File: src/rtl/core/fpfa_pkg.sv
// Shared types and constants for the fixed-partition fit allocator.
// Holds the word layouts, mode and register codes and controller links.
// No dependencies.
package fpfa_pkg;

  // Default sizing handed to the top level
  localparam int NUM_PARTS_DEF = 16;
  localparam int SIZE_BITS_DEF = 16;

  // Fixed field widths of the word layouts
  localparam int AMOUNT_W   = 16;
  localparam int PART_IDX_W = 4;
  localparam int PIU_W      = 5;
  localparam int CFG_DATA_W = 5;
  localparam int CFG_IDX_W  = 1;
  localparam int MODE_W     = 2;

  // Partitions in use after reset
  localparam logic [PIU_W-1:0] PIU_RESET = PIU_W'(16);

  // Item kinds
  localparam logic KIND_LOAD    = 1'b0;
  localparam logic KIND_REQUEST = 1'b1;

  // Placement modes
  typedef enum logic [MODE_W-1:0] {
    FIT_FIRST = 2'd0,
    FIT_BEST  = 2'd1,
    FIT_WORST = 2'd2,
    FIT_NEXT  = 2'd3
  } fit_mode_t;

  // Configuration register indexes
  typedef enum logic [CFG_IDX_W-1:0] {
    REG_FIT_MODE     = 1'b0,
    REG_PARTS_IN_USE = 1'b1
  } cfg_reg_t;

  // Input word
  typedef struct packed {
    logic                  kind;
    logic [PART_IDX_W-1:0] part_index;
    logic [AMOUNT_W-1:0]   amount;
  } req_word_t;

  // Result word
  typedef struct packed {
    logic                  found;
    logic [PART_IDX_W-1:0] chosen_index;
  } res_word_t;

  // Controller states
  typedef enum logic [1:0] {
    ST_IDLE,
    ST_SCAN,
    ST_COMMIT
  } ctrl_state_t;

  // Controller to datapath commands
  typedef struct packed {
    logic load;
    logic init;
    logic scan;
    logic commit;
  } ctrl_cmd_t;

  // Datapath to controller status
  typedef struct packed {
    logic scan_end;
  } dp_stat_t;

endpackage

File: src/rtl/core/fixed_partition_fit_allocator.sv
// Top level of the fixed-partition fit allocator.
// Instantiates fpfa_ctrl and fpfa_datapath; depends on fpfa_pkg.
//
// A load word gives no result; busy stays low. A request word holds busy high
// while it scans N partitions, where N is partitions_in_use clamped to
// NUM_PARTS, and then commits; its result appears with done in the same cycle
// that busy drops, and the next word may be started in that same cycle. The
// scan reads the size memory once per cycle over all N partitions in every
// mode, so N sets how long busy stays high.
// Results are shown for one cycle only and the receiver cannot hold them off.
// Configuration is to be written through cfg_write, cfg_index and cfg_data
// only while busy is low; the block itself does not enforce this.
module fixed_partition_fit_allocator
  import fpfa_pkg::*;
#(
  parameter int NUM_PARTS = NUM_PARTS_DEF,
  parameter int SIZE_BITS = SIZE_BITS_DEF
) (
  input  logic                  clk,
  input  logic                  rst,
  input  logic                  cfg_write,
  input  logic [CFG_IDX_W-1:0]  cfg_index,
  input  logic [CFG_DATA_W-1:0] cfg_data,
  input  logic                  start,
  output logic                  busy,
  input  req_word_t             request,
  output logic                  done,
  output res_word_t             result
);

  ctrl_cmd_t cmd;
  dp_stat_t  stat;

  // Sequencer
  fpfa_ctrl u_ctrl (
    .clk   (clk),
    .rst   (rst),
    .start (start),
    .kind  (request.kind),
    .stat  (stat),
    .cmd   (cmd),
    .busy  (busy)
  );

  // Storage and compare
  fpfa_datapath #(
    .NUM_PARTS (NUM_PARTS),
    .SIZE_BITS (SIZE_BITS)
  ) u_datapath (
    .clk       (clk),
    .rst       (rst),
    .cfg_write (cfg_write),
    .cfg_index (cfg_index),
    .cfg_data  (cfg_data),
    .request   (request),
    .cmd       (cmd),
    .stat      (stat),
    .done      (done),
    .result    (result)
  );

endmodule

File: src/rtl/core/fpfa_ctrl.sv
// Sequencer for the fit allocator: accepts words and steps a request
// through scan and commit. Depends on fpfa_pkg.
module fpfa_ctrl
  import fpfa_pkg::*;
(
  input  logic      clk,
  input  logic      rst,
  input  logic      start,
  input  logic      kind,
  input  dp_stat_t  stat,
  output ctrl_cmd_t cmd,
  output logic      busy
);

  ctrl_state_t state, state_next;

  // State register
  always_ff @(posedge clk) begin
    if (rst) begin
      state <= ST_IDLE;
    end else begin
      state <= state_next;
    end
  end

  // Next state and commands
  always_comb begin
    state_next = state;
    cmd        = '0;
    busy       = 1'b1;
    case (state)
      ST_IDLE: begin
        busy = 1'b0;
        if (start) begin
          if (kind == KIND_REQUEST) begin
            cmd.init   = 1'b1;
            state_next = ST_SCAN;
          end else begin
            cmd.load = 1'b1;
          end
        end
      end
      ST_SCAN: begin
        cmd.scan = 1'b1;
        if (stat.scan_end) begin
          state_next = ST_COMMIT;
        end
      end
      ST_COMMIT: begin
        cmd.commit = 1'b1;
        state_next = ST_IDLE;
      end
      default: begin
        state_next = ST_IDLE;
      end
    endcase
  end

endmodule

File: src/rtl/core/fpfa_datapath.sv
// Datapath of the fit allocator: size memory, allocated marks, scan
// pointer, candidate compare and result register. Depends on fpfa_pkg.
module fpfa_datapath
  import fpfa_pkg::*;
#(
  parameter int NUM_PARTS = NUM_PARTS_DEF,
  parameter int SIZE_BITS = SIZE_BITS_DEF
) (
  input  logic                  clk,
  input  logic                  rst,
  input  logic                  cfg_write,
  input  logic [CFG_IDX_W-1:0]  cfg_index,
  input  logic [CFG_DATA_W-1:0] cfg_data,
  input  req_word_t             request,
  input  ctrl_cmd_t             cmd,
  output dp_stat_t              stat,
  output logic                  done,
  output res_word_t             result
);

  localparam int IW = (NUM_PARTS > 1) ? $clog2(NUM_PARTS) : 1;
  localparam int CW = $clog2(NUM_PARTS + 1);

  // Configuration
  fit_mode_t        fit_mode;
  logic [PIU_W-1:0] parts_in_use;

  // Stored state
  logic [SIZE_BITS-1:0] size_mem [NUM_PARTS];
  logic [NUM_PARTS-1:0] taken;
  logic [IW-1:0]        next_start;

  // Scan state
  logic [SIZE_BITS-1:0] want;
  logic [CW-1:0]        count;
  logic [CW-1:0]        issued;
  logic [IW-1:0]        scan_idx;
  logic                 cmp_vld;
  logic [IW-1:0]        cmp_idx;
  logic [SIZE_BITS-1:0] rd_size;
  logic                 rd_taken;
  logic                 hit;
  logic [IW-1:0]        pick;
  logic [SIZE_BITS-1:0] pick_size;

  logic                 load_ok;
  logic [IW-1:0]        load_idx;
  logic [CW-1:0]        count_sat;
  logic [IW-1:0]        start_idx;
  logic                 issue;
  logic [CW-1:0]        scan_inc;
  logic [IW-1:0]        scan_idx_next;
  logic                 fits;
  logic                 take;

  // Load address check and decode
  assign load_ok  = (32'(request.part_index) < NUM_PARTS);
  assign load_idx = IW'(request.part_index);

  // Clamp the scan count to the table depth
  assign count_sat = (32'(parts_in_use) > NUM_PARTS) ? CW'(NUM_PARTS) : CW'(parts_in_use);

  // Next fit resumes at the last pick when it lies inside the scan range
  assign start_idx = (fit_mode == FIT_NEXT && CW'(next_start) < count_sat) ? next_start
                                                                           : '0;

  // Advance the scan pointer circularly over the partitions in use
  assign issue         = cmd.scan && (issued != count);
  assign scan_inc      = CW'(scan_idx) + CW'(1);
  assign scan_idx_next = (scan_inc == count) ? '0 : IW'(scan_inc);
  assign stat.scan_end = (issued == count);

  // Candidate compare: first match wins unless a better size turns up
  assign fits = !rd_taken && (rd_size >= want);
  always_comb begin
    take = 1'b0;
    if (cmp_vld && fits) begin
      if (!hit) begin
        take = 1'b1;
      end else if (fit_mode == FIT_BEST && rd_size < pick_size) begin
        take = 1'b1;
      end else if (fit_mode == FIT_WORST && rd_size > pick_size) begin
        take = 1'b1;
      end
    end
  end

  // Configuration registers
  always_ff @(posedge clk) begin
    if (rst) begin
      fit_mode     <= FIT_FIRST;
      parts_in_use <= PIU_RESET;
    end else if (cfg_write) begin
      case (cfg_reg_t'(cfg_index))
        REG_FIT_MODE:     fit_mode     <= fit_mode_t'(cfg_data[MODE_W-1:0]);
        REG_PARTS_IN_USE: parts_in_use <= PIU_W'(cfg_data);
        default: ;
      endcase
    end
  end

  // Size memory: one write on load, one registered read per scan step
  always_ff @(posedge clk) begin
    if (cmd.load && load_ok) begin
      size_mem[load_idx] <= SIZE_BITS'(request.amount);
    end
    if (issue) begin
      rd_size <= size_mem[scan_idx];
    end
  end

  // Allocated marks and next-fit pointer
  always_ff @(posedge clk) begin
    if (rst) begin
      taken      <= '0;
      next_start <= '0;
    end else if (cmd.load && load_ok) begin
      taken[load_idx] <= 1'b0;
      next_start      <= '0;
    end else if (cmd.commit && hit) begin
      taken[pick] <= 1'b1;
      if (fit_mode == FIT_NEXT) begin
        next_start <= pick;
      end
    end
  end

  // Scan control
  always_ff @(posedge clk) begin
    if (rst) begin
      cmp_vld <= 1'b0;
      done    <= 1'b0;
    end else begin
      cmp_vld <= issue;
      done    <= cmd.commit;
    end
  end

  // Scan payload: pointer, read tag, running best candidate
  always_ff @(posedge clk) begin
    if (cmd.init) begin
      want     <= SIZE_BITS'(request.amount);
      count    <= count_sat;
      issued   <= '0;
      scan_idx <= start_idx;
      hit      <= 1'b0;
      pick     <= '0;
    end else begin
      if (issue) begin
        issued   <= issued + CW'(1);
        scan_idx <= scan_idx_next;
        cmp_idx  <= scan_idx;
        rd_taken <= taken[scan_idx];
      end
      if (take) begin
        hit       <= 1'b1;
        pick      <= cmp_idx;
        pick_size <= rd_size;
      end
    end
  end

  // Result register
  always_ff @(posedge clk) begin
    if (cmd.commit) begin
      result.found        <= hit;
      result.chosen_index <= hit ? PART_IDX_W'(pick) : '0;
    end
  end

endmodule

File: config.mk
export PLATFORM = sky130hd
export DESIGN_NAME = fixed_partition_fit_allocator
export DESIGN_NICKNAME = d
export VERILOG_FILES = /design/src/rtl/core/fpfa_pkg.sv /design/src/rtl/core/fixed_partition_fit_allocator.sv /design/src/rtl/core/fpfa_ctrl.sv /design/src/rtl/core/fpfa_datapath.sv
export SDC_FILE = /design/constraint.sdc
export NUM_CORES = 1
export LEC_CHECK = 0
export BUFFER_PORTS_ARGS = -buffer_cell sky130_fd_sc_hd__buf_2
export CAP_MARGIN = 10
export CORE_UTILIZATION = 50
export CTS_CLUSTER_SIZE = 10
export DETAILED_ROUTE_END_ITERATION = 6
export GPL_TIMING_DRIVEN = 0
export PLACE_DENSITY_LB_ADDON = 0.25
export SLEW_MARGIN = 40
export SYNTH_ARGS = -nofsm -noshare
export SYNTH_HDL_FRONTEND = slang
export SYNTH_SLANG_ARGS = --single-unit
File: constraint.sdc
create_clock -name clk -period 3.8 [get_ports clk]
set_input_delay 0.57 -clock clk [delete_from_list [all_inputs] [get_ports clk]]
set_output_delay 0.57 -clock clk [all_outputs]
set_load 0.01 [all_outputs]
== After elaboration in Yosys (flattened, before gate mapping) ==
Memory sizes are Yosys's and may differ from the RTL's. A register that Yosys moved wholly into a read port is not among the register bits.
Index checks and enable logic that the tools add are counted.

* Flip-flop bits (word level): 92
* Memory bits (writable): 256
* Input port bits: 31
* Word-level logic and storage cells: 97
* Memories kept: 1

{| class="wikitable"
|+ Memories
! name !! words !! width !! read ports !! clocked after memory_dff !! wr ports !! line !! source
|-
| u_datapath.size_mem || 16 || 16 || 1 || 1 || 1 || fpfa_datapath.sv:29 || <nowiki>logic [SIZE_BITS-1:0] size_mem [NUM_PARTS];</nowiki>
|}

* Add/sub/neg operators: 2
* Magnitude comparators: 10
* Eq/ne operators: 11
* Multiplexer cells: 30
* Bitwise logic cells: 5
* Reductions and logical operators: 20

{| class="wikitable"
|+ Operators by type and width
! operator !! number
|-
| $mux W16 || 2
|-
| $and A16 B16 Y16 || 1
|-
| $ge A16 B16 Y1 || 1
|-
| $gt A16 B16 Y1 || 1
|-
| $lt A16 B16 Y1 || 1
|-
| $mux W4 || 4
|-
| $not A16 Y16 || 1
|-
| $or A16 B16 Y16 || 1
|-
| $lt A4 B5 Y1 const B || 3
|-
| $mux W1 || 14
|-
| $eq A5 B5 Y1 || 2
|-
| $mux W2 || 5
|-
| $reduce_and A2 Y1 || 5
|-
| $logic_and A1 B1 Y1 || 9
|-
| $demux W1 S4 || 2
|-
| $ge A4 B1 Y1 const B || 2
|-
| $eq A2 B2 Y1 const B || 3
|-
| $ne A2 B2 Y1 const B || 3
|-
| $add A4 B1 Y5 const B || 1
|-
| $add A5 B1 Y5 const B || 1
|-
| $gt A5 B5 Y1 const B || 1
|-
| $lt A4 B5 Y1 || 1
|-
| $mux W5 || 1
|-
| $ne A5 B5 Y1 || 1
|-
| other kinds (9) || 12
|}

== Logic depth before layout (Yosys ltp) ==
Gate-level depths: netlist of run 1.

* Word-level depth: 7
* Depth in mapped cells: 9
* Mapped depth without buffers: 9

== By module ==
A second synthesis of run 1 with hierarchy kept.

* Cell total of the unflattened synthesis: 934
* Area total of the unflattened synthesis: 14,906.8 µm²

{| class="wikitable"
|+ Modules (own cells, without submodules)
! module !! instances !! cells an instance !! area an instance (µm²) !! sequential area each (µm²)
|-
| fpfa_datapath || 1 || 921 || 14,781.7 || 10,480.1
|-
| fpfa_ctrl || 1 || 13 || 125.1 || 40.0
|}

== Least setup slack after synthesis of run 1 ==
OpenSTA, ideal clock, no wires.

* Path kind: register to register
* Start point: register u_datapath.rd_size[13], read port of u_datapath.size_mem
* End point: register u_datapath.pick_size[0] (enable)
* Arrival time: 3,256 ps
* Data required time: 3,370 ps
* Slack: 114 ps
* Stages on the path, launching flop included: 8
* Buffers on the path: 0
* Period minus slack after synthesis: 3,686 ps
* Cell sequence: edfxtp_1 ha_1 nand4_1 nor4_2 a21boi_1 a211o_2 o211a_1 nor4_1

* Cells in the longest elaborated chain, start to end: 7

{| class="wikitable"
|+ RTL lines
! what !! line !! source
|-
| from (decl) || fpfa_datapath.sv:40 || <nowiki>logic [SIZE_BITS-1:0] rd_size;</nowiki>
|-
| $gt A16 B16 Y1 || fpfa_datapath.sv:82 || <nowiki>end else if (fit_mode == FIT_WORST && rd_size > pick_size) begin</nowiki>
|-
| $logic_and A1 B1 Y1 || fpfa_datapath.sv:82 ||
|-
| $mux W1 || fpfa_datapath.sv:82 ||
|-
| $mux W1 || fpfa_datapath.sv:80 || <nowiki>end else if (fit_mode == FIT_BEST && rd_size < pick_size) begin</nowiki>
|-
| $mux W1 || fpfa_datapath.sv:78 || <nowiki>if (!hit) begin</nowiki>
|-
| $mux W1 * || fpfa_datapath.sv:77 || <nowiki>if (cmp_vld && fits) begin</nowiki>
|-
| $reduce_and A2 Y1 (no line) * || n/a ||
|-
| to (signal assigned) || fpfa_datapath.sv:158 || <nowiki>pick_size <= rd_size;</nowiki>
|-
| to (decl) || fpfa_datapath.sv:44 || <nowiki>logic [SIZE_BITS-1:0] pick_size;</nowiki>
|}

Mark *: on every way between the ends. The rest lies on a longest branch, timed or not.
A chain may end at the register's enable or synchronous reset.

== Worst setup path in the final report of run 1 ==
* Start point: register u_datapath.rd_size[15], read port of u_datapath.size_mem
* End point: register u_datapath.pick_size[4] (enable)

Same word-level chain as after synthesis.

==> results.ini, run 1 <==
[outcome]
outcome=completed

[synthesis]
synth.avg_cell_area_sq_um=18.4
synth-edff-count=323
syn_nets=865
synth_cells=797
synth.ff_latch_count=364
netlist_area_sq_mm=0.0146
ys.flop_type=edfxtp_1
async_flop_share_pct=0
yosysWarnings=0
yosysSeqAreaShare_pct=71.9
yosysUniqueCellTypes=52

[sta]
clock-skew-final_ns=0.0216
rsz0062_at_grt=no
setup_violations=0
min_period_ns=3.52
fin_tns_setup_ns=0
hold_viol=0
max_freq_mhz=284
period_share_pct=92.6
finalWorstSetupSlack_ns=0.283
worstMarginPinSlew_ns=0.791
relSlewSlack_pct=47.3
final_max_slew_viol_count=0

[place]
placed_area_sq_mm=0.0157
dpl.hpwl_microns=21500
dp_cells=1245
routabilityCongestion=0.776
post-place-ws_ns=0.340
io_buffers=36

[floorplanning]
die_w_microns=173
start_util_pct=50.8
num_io_pins=38
die_h_microns=173
rows=62
die_area_sq_mm=0.0300
core_area_sq_mm=0.0288

[setup_path]
cp.required_ns=4.03
cp-start-kind=register
endpoint_kind=register
worst-path-buf-inv=2
crit_chain=ha_1 > nand4_1 > nor4_2 > a21boi_1 > a211o_2 > nor3_4 > nor4_2 > buf_2 > buf_2
critPathMaxFanout=6
critical-path-max-stage-delay_ns=0.54
crit_slowest_cell=nor4_2
path_class=register to register
cp_data_arrival_time_ns=3.74
cpLargestDelayFamily=simple AND/OR/NAND/NOR gates

[detailed_routing]
first_pass_iters=5
drt-vias-per-instance=5.79
drtIter0Drc=615
drc=0
via_count=7560
ant_nets=0
routed_wl_microns=30800
wl_per_cell_microns=23.6

[layout]
final_common_cell=edfxtp_1
fin_nets=973
syn2layout_area_growth_pct=15.5
antennaDiodeCount=0
fin_cells=1306
final_area_sq_mm=0.0169
mostFrequentLayoutCells=323 x edfxtp_1, 85 x mux4_2, 49 x buf_2, 43 x clkbuf_16, 42 x inv_1
drive_above_1_share_pct=26.4

[grt]
grt_max_degree=31
antenna_found_initial=0
grt_overflow_total=0
grt_pass1_vias=7637
grt_usage_pct=21.5
grt_pass1_wl_microns=47100

[job]
drv_cap=0

[power]
power_frac_seq_pct=51.1
total_power_mw=8.86
p_clk_share_pct=39.8
power.density_mw_per_mm2=524
irDropWorstVdd_mv=0.388
power.leakage_nw=5.74
netSwitchingFraction_pct=22.0
intPower_mw=6.91
switchingPower_mw=1.95
combPwrFrac_pct=9.1

[clock_tree]
cts_tree=built
cts_sinks=364
clk_pin_slew_ns=0.06
ctsHoldBuffers=0
cts-root-buf=clkbuf_16
cts_inserted_buffers=42
cts_resized=0
cts_setup_buffers=0
insertion_delay_ns=0.53
htreeDepth=2
clockBufferDepth=3

[worst_hold_path]
hold_class=primary input to register

==> final cells by class <==
class                           instances  area, sq um
Tap cell                              384          480
Timing Repair Buffer                   64          472
Sequential cell                       364        10500
Fill cell                            2125        11900
Multi-Input combinational cell        362         3940
Inverter                               42          158
Clock inverter                          2         32.5
Clock buffer                           59         1150
Buffer                                 29          153
==> logic make-up (layout without fill, tap and decap cells) <==
logic type / Yosys count / count (layout) / share of synthesized area (%)
AO/OA/AOI/OAI: 85 / 85 / 3.60
AND/OR/NAND/NOR: 135 / 135 / 4.92
flip-flops: 364 / 364 / 71.9
buffers and inverters: 71 / 196 / 2.09
adder cells (fa/ha/maj): 37 / 37 / 3.16
XOR/XNOR: 14 / 14 / 0.838
multiplexers: 91 / 91 / 13.5
==> cells in the mapped netlist (8+ instances only) <==
cell	instances	area share, %
buf_2	8	0.27
nand3_1	13	0.44
a21o_1	8	0.41
mux4_2	85	13
nor2b_1	10	0.43
inv_1	42	1.1
nand4_1	11	0.47
nand2_1	25	0.64
a21oi_1	35	1.2
o21ai_0	18	0.62
clkbuf_1	11	0.28
ha_1	37	3.2
dfxtp_1	41	5.6
edfxtp_1	323	66
nor2_1	33	0.85
xor2_1	8	0.48
buf_4	8	0.41
nand2b_1	12	0.51
==> worst min-delay path: cells and delay by family <==
family	cells	cell delay, ns
buffers and inverters	1	0.09
AND/OR/NAND/NOR	1	0.05
AO/OA/AOI/OAI	1	0.05
==> path summary, 6_finish.rpt <==
check	endpoint	cells past startpoint	startpoint	slack [ns]
max reg2reg	u_datapath.pick_size[4]	9	u_datapath.rd_size[15]	0.28
min	u_datapath.parts_in_use[2]	3	cfg_data[2]	0.29
min reg2reg	u_datapath.pick_size[0]	0	u_datapath.rd_size[0]	0.44
max	u_datapath.pick_size[4]	9	u_datapath.rd_size[15]	0.28
==> state kept, by name (all words and copies together), names as in the netlist, 2 cells and up <==
name / count
u_datapath.next_start: 4
u_datapath.taken: 16
u_datapath.fit_mode: 2
u_datapath.count: 5
u_datapath.size_mem: 256
u_datapath.issued: 5
u_datapath.result: 5
u_datapath.cmp_idx: 4
u_datapath.rd_size: 16
u_datapath.scan_idx: 4
u_datapath.pick_size: 16
u_datapath.want: 16
u_ctrl.state: 2
u_datapath.pick: 4
u_datapath.parts_in_use: 5
==> metrics by stage <==
step | hold WS, ns | utilization, %
6_report | 0.294 | 58.7
5_1_grt | 0.305 | 58.7
3_3_place_gp | 0.432 | 53.1
4_1_cts | 0.279 | 58.7
2_1_floorplan | 0.426 | -
3_5_place_dp | 0.433 | 54.6
==> routing by layer <==
layer / share of wire, % / vias up / track usage (%)
met1: 43 / 3893 / 28.6
met5: 0 / - / 0
li1: - / 3386 / -
met4: 2.0 / 0 / 6.12
met3: 5.1 / 49 / 4.53
met2: 50 / 232 / 36.1
==> power by group through the flow <==
stage / logic [mW] / registers (mW) / clock network, mW
floorplan: 0.552 / 4.58 / 0
global placement: 0.786 / 4.60 / 0
detailed placement: 0.819 / 4.60 / 0
CTS: 0.821 / 4.52 / 3.59
global route: 0.883 / 4.53 / 3.74
finish: 0.808 / 4.52 / 3.53
No activity file was read; power rests on OpenSTA's default activity.
==> inputs of run 2 (changes only) <==
--- a/config.mk
+++ b/config.mk
@@ -12,6 +12,7 @@
 export DETAILED_ROUTE_END_ITERATION = 6
 export GPL_TIMING_DRIVEN = 0
 export PLACE_DENSITY_LB_ADDON = 0.25
+export REMOVE_ABC_BUFFERS = 1
 export SLEW_MARGIN = 40
 export SYNTH_ARGS = -nofsm -noshare
 export SYNTH_HDL_FRONTEND = slang
==> run 2 against run 1 <==
- worst setup slack improved by 0.51 ns
- core utilization rose by 0.83 points
- fmax rose by 17%
- critical path depth did not move
- total power rose by 0.68%
==> results.ini, run 2 (synthesis results as in run 1) <==
[outcome]
outcome=completed

[place]
io_buffers=37  ; +2.8%
placed_area_sq_mm=0.0160  ; +1.6%
dpl.hpwl_microns=22100  ; +2.7%
routabilityCongestion=0.814  ; +4.9%

[sta]
final_max_slew_viol_count=0  ; unchanged
min_period_ns=3.01  ; -0.512 ns
max_freq_mhz=333  ; +17%
worstMarginPinSlew_ns=0.756  ; -0.0345 ns
fin_hold_ws_ns=0.295  ; +0.000932 ns
rsz0062_at_grt=no
relSlewSlack_pct=49.2  ; +1.9 points
setup_violations=0  ; unchanged
period_share_pct=79.1  ; -13 points
hold_viol=0  ; unchanged
clock-skew-final_ns=0.0195  ; -0.00208 ns

[layout]
mostFrequentLayoutCells=323 x edfxtp_1, 85 x mux4_2, 50 x buf_2, 42 x inv_1, 42 x clkbuf_16
top_register=u_datapath.size_mem
final_util_pct=59.6  ; +0.83 points
drive_above_1_share_pct=27.3  ; +0.97 points
seq_area_sq_mm=0.0105  ; unchanged
syn2layout_area_growth_pct=17.1
multi_input_area_sq_mm=0.00394  ; unchanged
largest_reg_flops=256  ; unchanged
final_area_sq_mm=0.0171  ; +1.4%
fin_nets=969  ; -0.41%
antennaDiodeCount=0  ; unchanged
fillers=2051  ; -3.5%
final_common_cell=edfxtp_1

[setup_path]
critical-path-max-stage-delay_ns=0.45  ; -0.09 ns
timing.rr.end=u_datapath.pick_size[4]
endpoint_kind=register
r2r_cells=9  ; unchanged
reg2reg_from=u_datapath.rd_size[15]
worst-path-buf-inv=2  ; unchanged
path_class=register to register
cp_num_cells=9  ; unchanged
cp.required_ns=4.04  ; about the same
crit_slowest_cell=edfxtp_1
cp_data_arrival_time_ns=3.24  ; -0.50 ns
cpLargestDelayFamily=compound AO/OA/AOI/OAI gates
r2r_slack_ns=0.79  ; +0.51 ns
crit_start=u_datapath.rd_size[15]
cp-start-kind=register
critPathMaxFanout=6  ; unchanged
crit_chain=ha_1 > nand4_1 > nor4_2 > a21boi_1 > a211o_2 > o211a_1 > nor4_2 > buf_2 > buf_2

[clock_tree]
cts_resized=0  ; unchanged
insertion_delay_ns=0.53  ; about the same
clk_pin_slew_ns=0.06  ; about the same
cts_tree=built
cts_inserted_buffers=42  ; unchanged
clockBufferDepth=3  ; unchanged
cts-root-buf=clkbuf_16
cts_setup_buffers=0  ; unchanged
htreeDepth=2  ; unchanged
ctsHoldBuffers=0  ; unchanged
cts_sinks=364  ; unchanged

[power]
irDropWorstVdd_mv=0.303  ; -22%
power.density_mw_per_mm2=520  ; -0.73%
power.leakage_nw=5.84  ; +1.7%

[detailed_routing]
first_pass_iters=7  ; +2
drt-vias-per-instance=5.94  ; +2.6%
wl_met2_microns=15900  ; +2.3%
wl_met3_microns=1570  ; -1.0%
drtIter0Drc=699  ; +14%
wl_per_cell_microns=24.5  ; +4.0%
wl_met1_microns=12800  ; -2.1%
ant_nets=0  ; unchanged
via_count=7713  ; +2.0%
drc=0  ; unchanged
top_layer_used=met4
routed_wl_microns=31900  ; +3.5%

[grt]
grt_max_degree=36  ; +16%
grt_usage_pct=21.8  ; +0.33 points
antenna_found_initial=0  ; unchanged
grt_overflow_total=0  ; unchanged
grt_pass1_vias=8081  ; +5.8%
grt_pass1_wl_microns=48300  ; +2.5%

[floorplanning]
core_area_sq_mm=0.0288  ; unchanged
rows=62  ; unchanged
start_util_pct=50.8  ; unchanged
die_w_microns=173  ; unchanged
die_area_sq_mm=0.0300  ; unchanged
num_io_pins=38  ; unchanged
die_h_microns=173  ; unchanged

[worst_hold_path]
hold_class=primary input to register
holdCritStartpoint=cfg_data[2]
worstHoldEndpoint=u_datapath.parts_in_use[2]
holdPathStages=3  ; unchanged

[job]
drv_cap=0  ; unchanged

## run 2: cell count changes in the layout (fill, tap and decap cells not counted), sizes merged
cell / previous run / this run
inv: 42 / 44
clkinv: 2 / 1
clkbuf: 70 / 54
buf: 82 / 89
bufinv: 0 / 1
## run 2: worst register-to-register path: stages, from the launching register on
cell and delay [ns]:
edfxtp_1 0.45, ha_1 0.35, nand4_1 0.18, nor4_2 0.10, a21boi_1 0.15, a211o_2 0.37, o211a_1 0.30, nor4_2 0.36
buf_2 0.27, buf_2 0.21
## run 2: layer usage
| layer | vias up | track usage [%] |
|---|---|---|
| li1 | 3380 | - |
| met1 | 3971 | 27.8 |
| met2 | 277 | 36.2 |
| met3 | 85 | 3.65 |
| met4 | 0 | 11.5 |
| met5 | - | 0 |
## run 2: per-stage QoR
stage	setup TNS, ns	cells	setup slack [ns]	total power, mW
2_1_floorplan	-10.29	768	-0.867	5.13
3_3_place_gp	-108.37	1189	-2.27	5.37
3_5_place_dp	0	1241	0.803	5.45
4_1_cts	0	1299	0.784	8.98
5_1_grt	0	1299	0.629	9.19
6_report	0	1299	0.794	8.92
## run 2: worst max path at each step
stage	to	slack (ns)
2_1_floorplan	u_datapath.scan_idx[0]	-0.87
3_3_place_gp	u_datapath.scan_idx[0]	-2.27
3_5_place_dp	u_datapath.pick_size[0]	0.80
4_1_cts	u_datapath.pick_size[0]	0.78
5_1_grt	u_datapath.pick_size[3]	0.63
6_report	u_datapath.pick_size[4]	0.79
## run 2: layout make-up
class	count	share of cell area (%)
flip-flops and latches	364	61.4
multi-input cells	362	23.0
clock buffers	54	6.45
repair buffers	89	5.10
well taps	384	2.80
inverters	42	0.920
clock inverters	4	0.372
## run 2: where the power goes
group          switching [mW]  internal [mW]  total (mW)
sequential             0.0841           4.46        4.55
clock                    1.46           2.09        3.55
combinational           0.408          0.410       0.818
total                    1.96           6.96        8.92
==> inputs of run 3 (changes only) <==
==> constraint.sdc (replaced) <==
create_clock -name clk -period 3.1 [get_ports clk]
set_input_delay 0.465 -clock clk [delete_from_list [all_inputs] [get_ports clk]]
set_output_delay 0.465 -clock clk [all_outputs]
set_load 0.01 [all_outputs]
==> run 3 against run 2 <==
- first-iteration DRC count decreased by 4.3%
- critical path depth stayed put
- clock skew is 0.0011 ns higher
- clock power up 23%
- hold slack worse by 0.11 ns
- combinational power is 23% higher
- via count shrank 0.43%
- sequential share of layout area is 0.094 points lower
- non-clock buffer count did not move
- die area did not move
- largest power group unchanged
==> results.ini, run 3 (synthesis results as in run 1) <==
[outcome]
outcome=completed

[grt]
top_usage_layer=met2
use_met2_pct=36.2  ; unchanged
use_met3_pct=3.65  ; unchanged
use_met1_pct=27.8  ; unchanged
grt_overflow_total=0  ; unchanged
grt_usage_pct=21.8  ; unchanged
grt_max_degree=36  ; unchanged
grt_pass1_wl_microns=48300  ; unchanged
antenna_found_initial=0  ; unchanged
grt_pass1_vias=8081  ; unchanged

[setup_path]
r2r_cells=9  ; unchanged
critPathMaxFanout=6  ; unchanged
r2r_slack_ns=0.14  ; -0.65 ns
reg2reg_from=u_datapath.rd_size[13]
cp_data_arrival_time_ns=3.20  ; -0.04 ns
path_class=register to register
cp.required_ns=3.34  ; -0.70 ns
endpoint_kind=register
crit_start=u_datapath.rd_size[13]
cp-start-kind=register
timing.rr.end=u_datapath.pick_size[4]

[detailed_routing]
via_count=7680  ; -0.43%
wl_per_cell_microns=24.4  ; -0.48%
drt-vias-per-instance=5.91  ; -0.43%
ant_nets=0  ; unchanged
drc=0  ; unchanged
drtIter0Drc=669  ; -4.3%
routed_wl_microns=31700  ; -0.48%
first_pass_iters=5  ; -2

[layout]
seq_area_sq_mm=0.0105  ; unchanged
fin_cells=1299  ; unchanged
multi_input_area_sq_mm=0.00396  ; +0.60%
final_common_cell=edfxtp_1
largest_reg_flops=256  ; unchanged
mostFrequentLayoutCells=323 x edfxtp_1, 85 x mux4_2, 49 x buf_2, 42 x inv_1, 42 x clkbuf_16
syn2layout_area_growth_pct=17.3
drive_above_1_share_pct=27.3  ; unchanged
antennaDiodeCount=0  ; unchanged
fin_nets=969  ; unchanged
fillers=2043  ; -0.39%
top_register=u_datapath.size_mem

[worst_hold_path]
worstHoldEndpoint=u_datapath.parts_in_use[2]
holdCritStartpoint=cfg_data[2]
hold_class=primary input to register
holdPathStages=3  ; unchanged

[clock_tree]
cts_inserted_buffers=42  ; unchanged
cts_tree=built
cts_setup_buffers=0  ; unchanged
cts_sinks=364  ; unchanged
insertion_delay_ns=0.53  ; about the same
htreeDepth=2  ; unchanged
clk_pin_slew_ns=0.06  ; about the same
ctsHoldBuffers=0  ; unchanged
cts-root-buf=clkbuf_16
clockBufferDepth=3  ; unchanged

[floorplanning]
die_w_microns=173  ; unchanged
start_util_pct=50.8  ; unchanged
core_area_sq_mm=0.0288  ; unchanged
num_io_pins=38  ; unchanged
die_h_microns=173  ; unchanged
die_area_sq_mm=0.0300  ; unchanged
rows=62  ; unchanged

[place]
routabilityCongestion=0.814  ; unchanged
dpl.hpwl_microns=22100  ; unchanged
dp_cells=1241  ; unchanged
io_buffers=37  ; unchanged

[sta]
worstMarginPinSlew_ns=0.750  ; -0.00598 ns
period_share_pct=95.5  ; +16 points
rsz0062_at_grt=no
clock-skew-final_ns=0.0206  ; +0.00107 ns
max_freq_mhz=338  ; +1.6%
relSlewSlack_pct=49.6  ; +0.40 points
final_max_slew_viol_count=0  ; unchanged
fin_tns_setup_ns=0  ; unchanged
min_period_ns=2.96  ; -0.0459 ns
hold_viol=0  ; unchanged
setup_violations=0  ; unchanged

[power]
combPwrFrac_pct=9.2  ; about the same
power.leakage_nw=5.85  ; +0.19%
power_frac_seq_pct=51.0  ; about the same
netSwitchingFraction_pct=22.0  ; +0.027 points
irDropWorstVdd_mv=0.371  ; +23%
power.density_mw_per_mm2=637  ; +22%
switchingPower_mw=2.40  ; +23%
total_power_mw=10.9  ; +23%
intPower_mw=8.53  ; +23%
p_clk_share_pct=39.8  ; about the same

[job]
drv_cap=0  ; unchanged

==> run 3: cell types whose count changed in the layout (fill, tap and decap cells not counted), sizes merged <==
cell and delta:
buf -1, clkbuf +1
==> run 3: worst max-delay path by stage <==
stage                           endpoint  slack, ns  cells after the start
3_5_place_dp     u_datapath.pick_size[0]       0.10                      9
2_1_floorplan     u_datapath.scan_idx[0]      -1.57                      8
6_report         u_datapath.pick_size[4]       0.14                      9
5_1_grt        u_datapath.size_mem[3][0]       0.01                      7
4_1_cts          u_datapath.pick_size[0]       0.08                      9
3_3_place_gp      u_datapath.scan_idx[0]      -2.97                      8
==> run 3: per-layer routing <==
metal / vias to the layer above / wire length (microns)
li1: 3379 / -
met1: 3940 / 12800
met2: 271 / 15700
met3: 90 / 1600
met4: 0 / 1650
met5: - / 0
==> run 3: area by class of cell <==
cell class	count	share of cell area, %
clock buffers	54	6.44
clock inverters	4	0.372
inverters	42	0.918
multi-input cells	362	23.1
flip-flops and latches	364	61.3
well taps	384	2.80
repair buffers	89	5.10
==> run 3: worst max-delay path, cell delays in order, from the launching register on <==
cell and delay, ns:
edfxtp_1 0.43, ha_1 0.33, nand4_1 0.24, nor4_4 0.10, a21boi_1 0.15, a211o_2 0.37, o211a_1 0.31, nor4_4 0.30
clkbuf_4 0.25, buf_2 0.19
==> run 3: timing repair <==
item	CTS	global route
setup endpoints to repair	0	10
hold endpoints to repair	0	0
resized for setup	0	4
==> run 3: per-stage QoR <==
stage               instance area [sq um]  util [%]  hold slack, ns  setup WS [ns]
finish                              17200      59.6           0.188          0.140
global route                        17200      59.6           0.198         0.0136
CTS                                 17100      59.5           0.184         0.0838
detailed placement                  16000      55.5           0.437          0.103
global placement                    15100      52.6           0.439          -2.97
floorplan                           14500         -           0.426          -1.57
==> run 3: power groups by stage <==
stage	clock network, mW	registers [mW]	logic, mW
2_1_floorplan	0	5.73	0.560
3_3_place_gp	0	5.83	0.756
3_5_place_dp	0	5.67	1.01
4_1_cts	4.42	5.57	1.02
5_1_grt	4.60	5.58	1.09
6_report	4.35	5.57	1.01
